## config.mk

```make
export PLATFORM = sky130hd
export DESIGN_NAME = mpe_div
export DESIGN_NICKNAME = d
export VERILOG_FILES = /design/src/rtl/mpe_div.sv
export SDC_FILE = /design/constraint.sdc
export NUM_CORES = 1
export LEC_CHECK = 0
export BUFFER_PORTS_ARGS = -buffer_cell sky130_fd_sc_hd__clkbuf_2
export CAP_MARGIN = 0
export CELL_PAD_IN_SITES_DETAIL_PLACEMENT = 0
export CELL_PAD_IN_SITES_GLOBAL_PLACEMENT = 1
export CORE_ASPECT_RATIO = 0.75
export CORE_MARGIN = 1
export CORE_UTILIZATION = 44
export DETAILED_ROUTE_END_ITERATION = 16
export GPL_ROUTABILITY_DRIVEN = 1
export PLACE_DENSITY = 0.9
export SYNTH_ARGS = -nofsm -noshare
export SYNTH_HDL_FRONTEND = slang
export SYNTH_SLANG_ARGS = --single-unit
```

## constraint.sdc

```tcl
create_clock -name clk -period 3.9 [get_ports clk]
set_input_delay 0.39 -clock clk [delete_from_list [all_inputs] [get_ports clk]]
set_output_delay 0.39 -clock clk [all_outputs]
set_load 0.05 [all_outputs]
```

## src/rtl/mpe_div.sv

```systemverilog
// ----------------------------------------------------------------------------
// mpe_div
// Restoring divider, one quotient bit per cycle, unsigned.
// ----------------------------------------------------------------------------
module mpe_div #(
	parameter int NUM_W = 40,
	parameter int DEN_W = 13
) (
	input  logic             clk,
	input  logic             arst_n,
	input  logic             start,
	input  logic [NUM_W-1:0] num,
	input  logic [DEN_W-1:0] den,
	output logic             done,
	output logic [NUM_W-1:0] quo,
	output logic [DEN_W-1:0] rem
);
	localparam int CNT_W = $clog2(NUM_W + 1);

	logic [NUM_W-1:0] q_q;
	logic [DEN_W:0]   r_q;
	logic [DEN_W-1:0] d_q;
	logic [CNT_W-1:0] cnt_q;
	logic             busy_q;
	logic [DEN_W:0]   trial;
	logic [DEN_W+1:0] diff;

	always_comb begin
		trial = {r_q[DEN_W-1:0], q_q[NUM_W-1]};
		diff  = {1'b0, trial} - {2'b00, d_q};
	end

	always_ff @(posedge clk or negedge arst_n) begin
		if (!arst_n) begin
			busy_q <= 1'b0;
			done   <= 1'b0;
			cnt_q  <= '0;
		end else begin
			done <= 1'b0;
			if (start) begin
				busy_q <= 1'b1;
				cnt_q  <= CNT_W'(NUM_W);
			end else if (busy_q) begin
				if (cnt_q == CNT_W'(1)) begin
					busy_q <= 1'b0;
					done   <= 1'b1;
				end
				cnt_q <= cnt_q - CNT_W'(1);
			end
		end
	end

	always_ff @(posedge clk) begin
		if (start) begin
			q_q <= num;
			r_q <= '0;
			d_q <= den;
		end else if (busy_q) begin
			if (!diff[DEN_W+1]) begin
				r_q <= diff[DEN_W:0];
				q_q <= {q_q[NUM_W-2:0], 1'b1};
			end else begin
				r_q <= trial;
				q_q <= {q_q[NUM_W-2:0], 1'b0};
			end
		end
	end

	assign quo = q_q;
	assign rem = r_q[DEN_W-1:0];

endmodule

```

======== Word level (Yosys, flattened, before mapping) ========
Index checks and enable logic that the tools add are counted.
cells by class
  reductions and logical operators ........ 1
  equality and inequality tests ........... 1
  multiplexer cells ....................... 12
  $add $sub $neg .......................... 2
operators by type and width
  kind                 number
  $mux 40              2
  $sub 14x13->15       1
  $mux 13              1
  $mux 6               2
  $mux 1               7
  $eq 6x1->1 const B   1
  $sub 6x1->6 const B  1
  $reduce_bool 2->1    1
word-level totals
  word-level logic and storage cells ...... 22
  bits of input ports ..................... 56
  register bits ........................... 74
  output and inout bits ................... 54

======== Longest topological paths before layout ========
  depth after elaboration ................. 4
  gate-level depth with buffers ........... 10
  gate-level depth less buffers ........... 9

======== Worst setup path after synthesis ========
Ideal clock, no wire load.
  path kind ............................... register -> register
  start ................................... register q_q[39], in the netlist quo[39]
  end ..................................... register r_q[0]
  library setup time ...................... 0.086 ns
  buffers on the path ..................... 0
  arrival ................................. 2.712 ns
  clock period less this slack ............ 2.798 ns
  stages on the path, launching flop included .. 10
  setup slack ............................. 1.102 ns
  cell sequence ........................... edfxtp_1 inv_1 ha_1 fa_1 nor2b_1 o211ai_1 and2_4 o211ai_4 mux2_2 a211oi_1
on the way
  word-level cells in the longest chain between the ends .. 2
RTL lines
  element                 line  source
  start, declared         20    logic [NUM_W-1:0] q_q;
  start signal, assigned  55    q_q <= num;
  start signal, assigned  61    q_q <= {q_q[NUM_W-2:0], 1'b1};
  start signal, assigned  64    q_q <= {q_q[NUM_W-2:0], 1'b0};
  $sub 14x13->15          30    diff = {1'b0, trial} - {2'b00, d_q};
  $mux 13 *               59    if (!diff[DEN_W+1]) begin
  end signal, assigned    60    r_q <= diff[DEN_W:0];
  end signal, assigned    63    r_q <= trial;
  end, declared           21    logic [DEN_W:0] r_q;
Every way passes the cells marked *; elsewhere a longest branch is shown, timed or not.
A chain may end at the register's enable or synchronous reset.

======== Worst setup path after layout ========
Ends and elaborated chain as after synthesis.

==> qor.txt <==
Via count: 2,543
H-tree depth: 3
Ant. Diodes: 0
Design area: 4560 sq um
Max-Cap Viols: 0
Max Root-Sink Buffers: 2
Final ANT Viol Nets: 0
Clock root buffer: clkbuf_8
Synth area leader: edfxtp_1
Post-Syn Nets: 358
Drt pass-1 iters: 4
Largest net degree at the start of global routing: 41
Gr ovfl total: 0
All-layer global routing usage: 18.2%
Top cell type's share of synthesized area: 43.4%
Reg-to-Reg End: r_q[0]$_SDFFE_PP0P_
Switching power: 1.25 mW
Cell area power density: 684 nW/um^2
Post-DP HPWL: 5.25 mm
Port buffer count: 109
P_leak: 2.03 nW
Initial core utilization: 45.9%
Crit path kind: reg -> reg
Sink Count: 74
NumNets Final: 471
Most frequent cells in the layout: 108 x clkbuf_2, 53 x edfxtp_1, 41 x mux2_2
Worst EP required: 4.17 ns
R2r setup slk: 1.09 ns
Synthesized flop and latch total: 74
IO Pins: 110
EDFF count, synth: 53
Routed wire length: 7.36 mm
CP Max Fanout: 17
GPL Wtd Cong: 0.830
Cts bufs inserted: 9
Fin. max-slew vios: 0
Critical R2R Launch: quo[39]$_DFFE_PP_
Setup TNS: 0 ns
First-pass GRT wire length: 12.0 mm
Top cells by area, synth: edfxtp_1 43%, mux2_2 13%, dfxtp_1 7.1%, dfrtp_1 5.5%, ha_1 5.1%
Die width: 107 microns
Synth async-reset ratio: 10.8%
Post-synth cell types: 45
# fillers: 688
Arrival time of the worst setup path: 3.08 ns
Worst-Skew Late Latency: 0.35 ns
Netlist Area Pre-Place: 3660 sq um
CP Launch Point: quo[39]$_DFFE_PP_
Most common cell after layout, fill and taps aside: clkbuf_2
YS warnings: 0
TritonCTS clock tree: built
Final setup viols: 0
Synthesis-to-layout area growth: 24.6%
Clock period minus worst slack: 2.81 ns
Int Power: 1.87 mW
Max incr delay on CP: 0.53 ns
Via/cell ratio: 5.00
Final hold vios: 0
Max Clk Rate: 356 MHz
Cells after Synth: 286
Vias in the first global route: 2,395
Slew headroom: 31.8%
Sw Share: 40.1%
Status: complete, no violations
Reg2Reg Depth: 9
Layout cell share with drive strength beyond 1: 43.1%
VDD IR max: 413 uV
Worst Hold Class: in -> reg
CP Launch Type: register
Sequential share of power: 35.2%
Placed Instance Area: 4310 sq um
Slew @ Worst Pin: 1.02 ns
Drt initial violations: 98
DR WL/cell: 14.5 microns
Max Clock Skew: 0.00780 ns
Crit end category: register
Register area share after synthesis: 56.0%
Crit-path cells: inv_1, ha_1, fa_1, nor2b_1, o211ai_1, and2_4, o211ai_4, mux2_2, a211oi_1
Clock power share: 23.2%
Drt drc: 0
Worst Setup EP: r_q[0]$_SDFFE_PP0P_
Slowest cell on the critical path: o211ai_4
Synth Area per Inst: 12.8 sq um
Top_reg_cell synth: edfxtp_1
Antenna violations before repair: 0
Combinational power share: 41.6%
Core area: 7990 sq um
Row count: 28
Die Y: 81.0 microns
RSZ-0062 raised after global routing: false
Clk slew on worst S/H paths: 0.08 ns
Die area: 8700 sq um
Fin crit share: 72.0%
==> registers in the layout (all words and copies together), names as in the netlist <==
name    count
done        1
quo        40
busy_q      1
d_q        13
r_q        13
cnt_q       6
==> synthesized netlist by cell type (2+ instances only) <==
library cell  instances
nor4b_1               2
nand3_1               2
nand2b_1              5
ha_1                 15
edfxtp_1             53
a21oi_1               9
a211oi_1             11
inv_1                19
o2111ai_1             2
mux2i_1               7
nor2_1               25
xnor2_1              11
o21ai_0               7
nand2_1               8
and3_1                4
o211ai_1              2
o21a_1                2
nor2b_1               3
dfrtp_1               8
clkbuf_1              9
mux2_2               41
xor2_1                2
dfxtp_1              13
nor3_1                5
==> cells by family after synthesis <==
kind of cell | count (synthesis) | synth area share [%]
AO/OA/AOI/OAI | 46 | 9.29
multiplexers | 48 | 14.5
flip-flops | 74 | 56.0
XOR/XNOR | 13 | 3.11
adder cells (fa/ha/maj) | 16 | 5.67
AND/OR/NAND/NOR | 59 | 8.03
buffers and inverters | 30 | 3.38
==> how the worst min path moves through the flow <==
stage / slack (ns) / cells after the start / from / to
floorplan: 0.09 / 0 / arst_n / busy_q$_DFF_PN0_
global placement: 0.25 / 1 / arst_n / done$_DFF_PN0_
detailed placement: 0.25 / 1 / arst_n / done$_DFF_PN0_
CTS: 0.20 / 1 / den[6] / d_q[6]$_DFFE_PP_
global route: 0.19 / 1 / den[5] / d_q[5]$_DFFE_PP_
finish: 0.21 / 1 / den[9] / d_q[9]$_DFFE_PP_
==> cell type report <==
| type | instances | area, sq um | area share [%] |
|---|---|---|---|
| clock inverter | 6 | 115 | 2.52 |
| multi-input combinational | 182 | 1490 | 32.6 |
| inverter | 19 | 71.3 | 1.56 |
| sequential | 74 | 2050 | 45.0 |
| clock buffer | 10 | 128 | 2.80 |
| timing repair buffer | 113 | 578 | 12.7 |
| tap | 105 | 131 | 2.88 |
==> critical path, delay by kind of cell (launching register included) <==
| kind | cells | cell delay, ns |
|---|---|---|
| compound gates | 3 | 0.89 |
| fa+ha+maj | 2 | 0.63 |
| mux | 1 | 0.41 |
| simple gates | 2 | 0.39 |
| flops | 1 | 0.34 |
| buf+inv | 1 | 0.06 |
==> stage by stage <==
stage | power (mW) | cells | worst slack [ns] | utilization (%) | hold slack (ns)
final | 3.12 | 509 | 1.09 | 57.1 | 0.211
after detailed placement | 2.41 | 492 | 1.09 | 54.0 | 0.251
after global routing | 3.30 | 509 | 0.936 | 57.1 | 0.186
after global placement | 2.39 | 492 | 1.17 | 54.0 | 0.248
after floorplan | 2.15 | 286 | 1.10 | - | 0.0944
after CTS | 3.15 | 509 | 1.07 | 57.1 | 0.195
==> power groups by stage <==
| stage | combinational (mW) | sequential, mW | clock [mW] |
|---|---|---|---|
| finish | 1.30 | 1.10 | 0.724 |
| global placement | 1.28 | 1.11 | 0 |
| detailed placement | 1.29 | 1.12 | 0 |
| CTS | 1.30 | 1.10 | 0.743 |
| global route | 1.40 | 1.12 | 0.775 |
| floorplan | 0.655 | 1.49 | 0 |
==> timing repair <==
item	4_1_cts	5_1_grt
resized for setup	0	0
hold buffers	1	0
setup buffers	0	0
endpoints found under the hold margin	8	0
==> per-layer routing <==
metal,routed length [microns],up-vias,GRT usage [%]
li1,-,1287,-
met3,371,8,5.14
met2,3310,69,28.3
met4,97,0,6.16
met1,3580,1179,24.5
met5,0,-,0
Power figures use the tool's default switching activity.
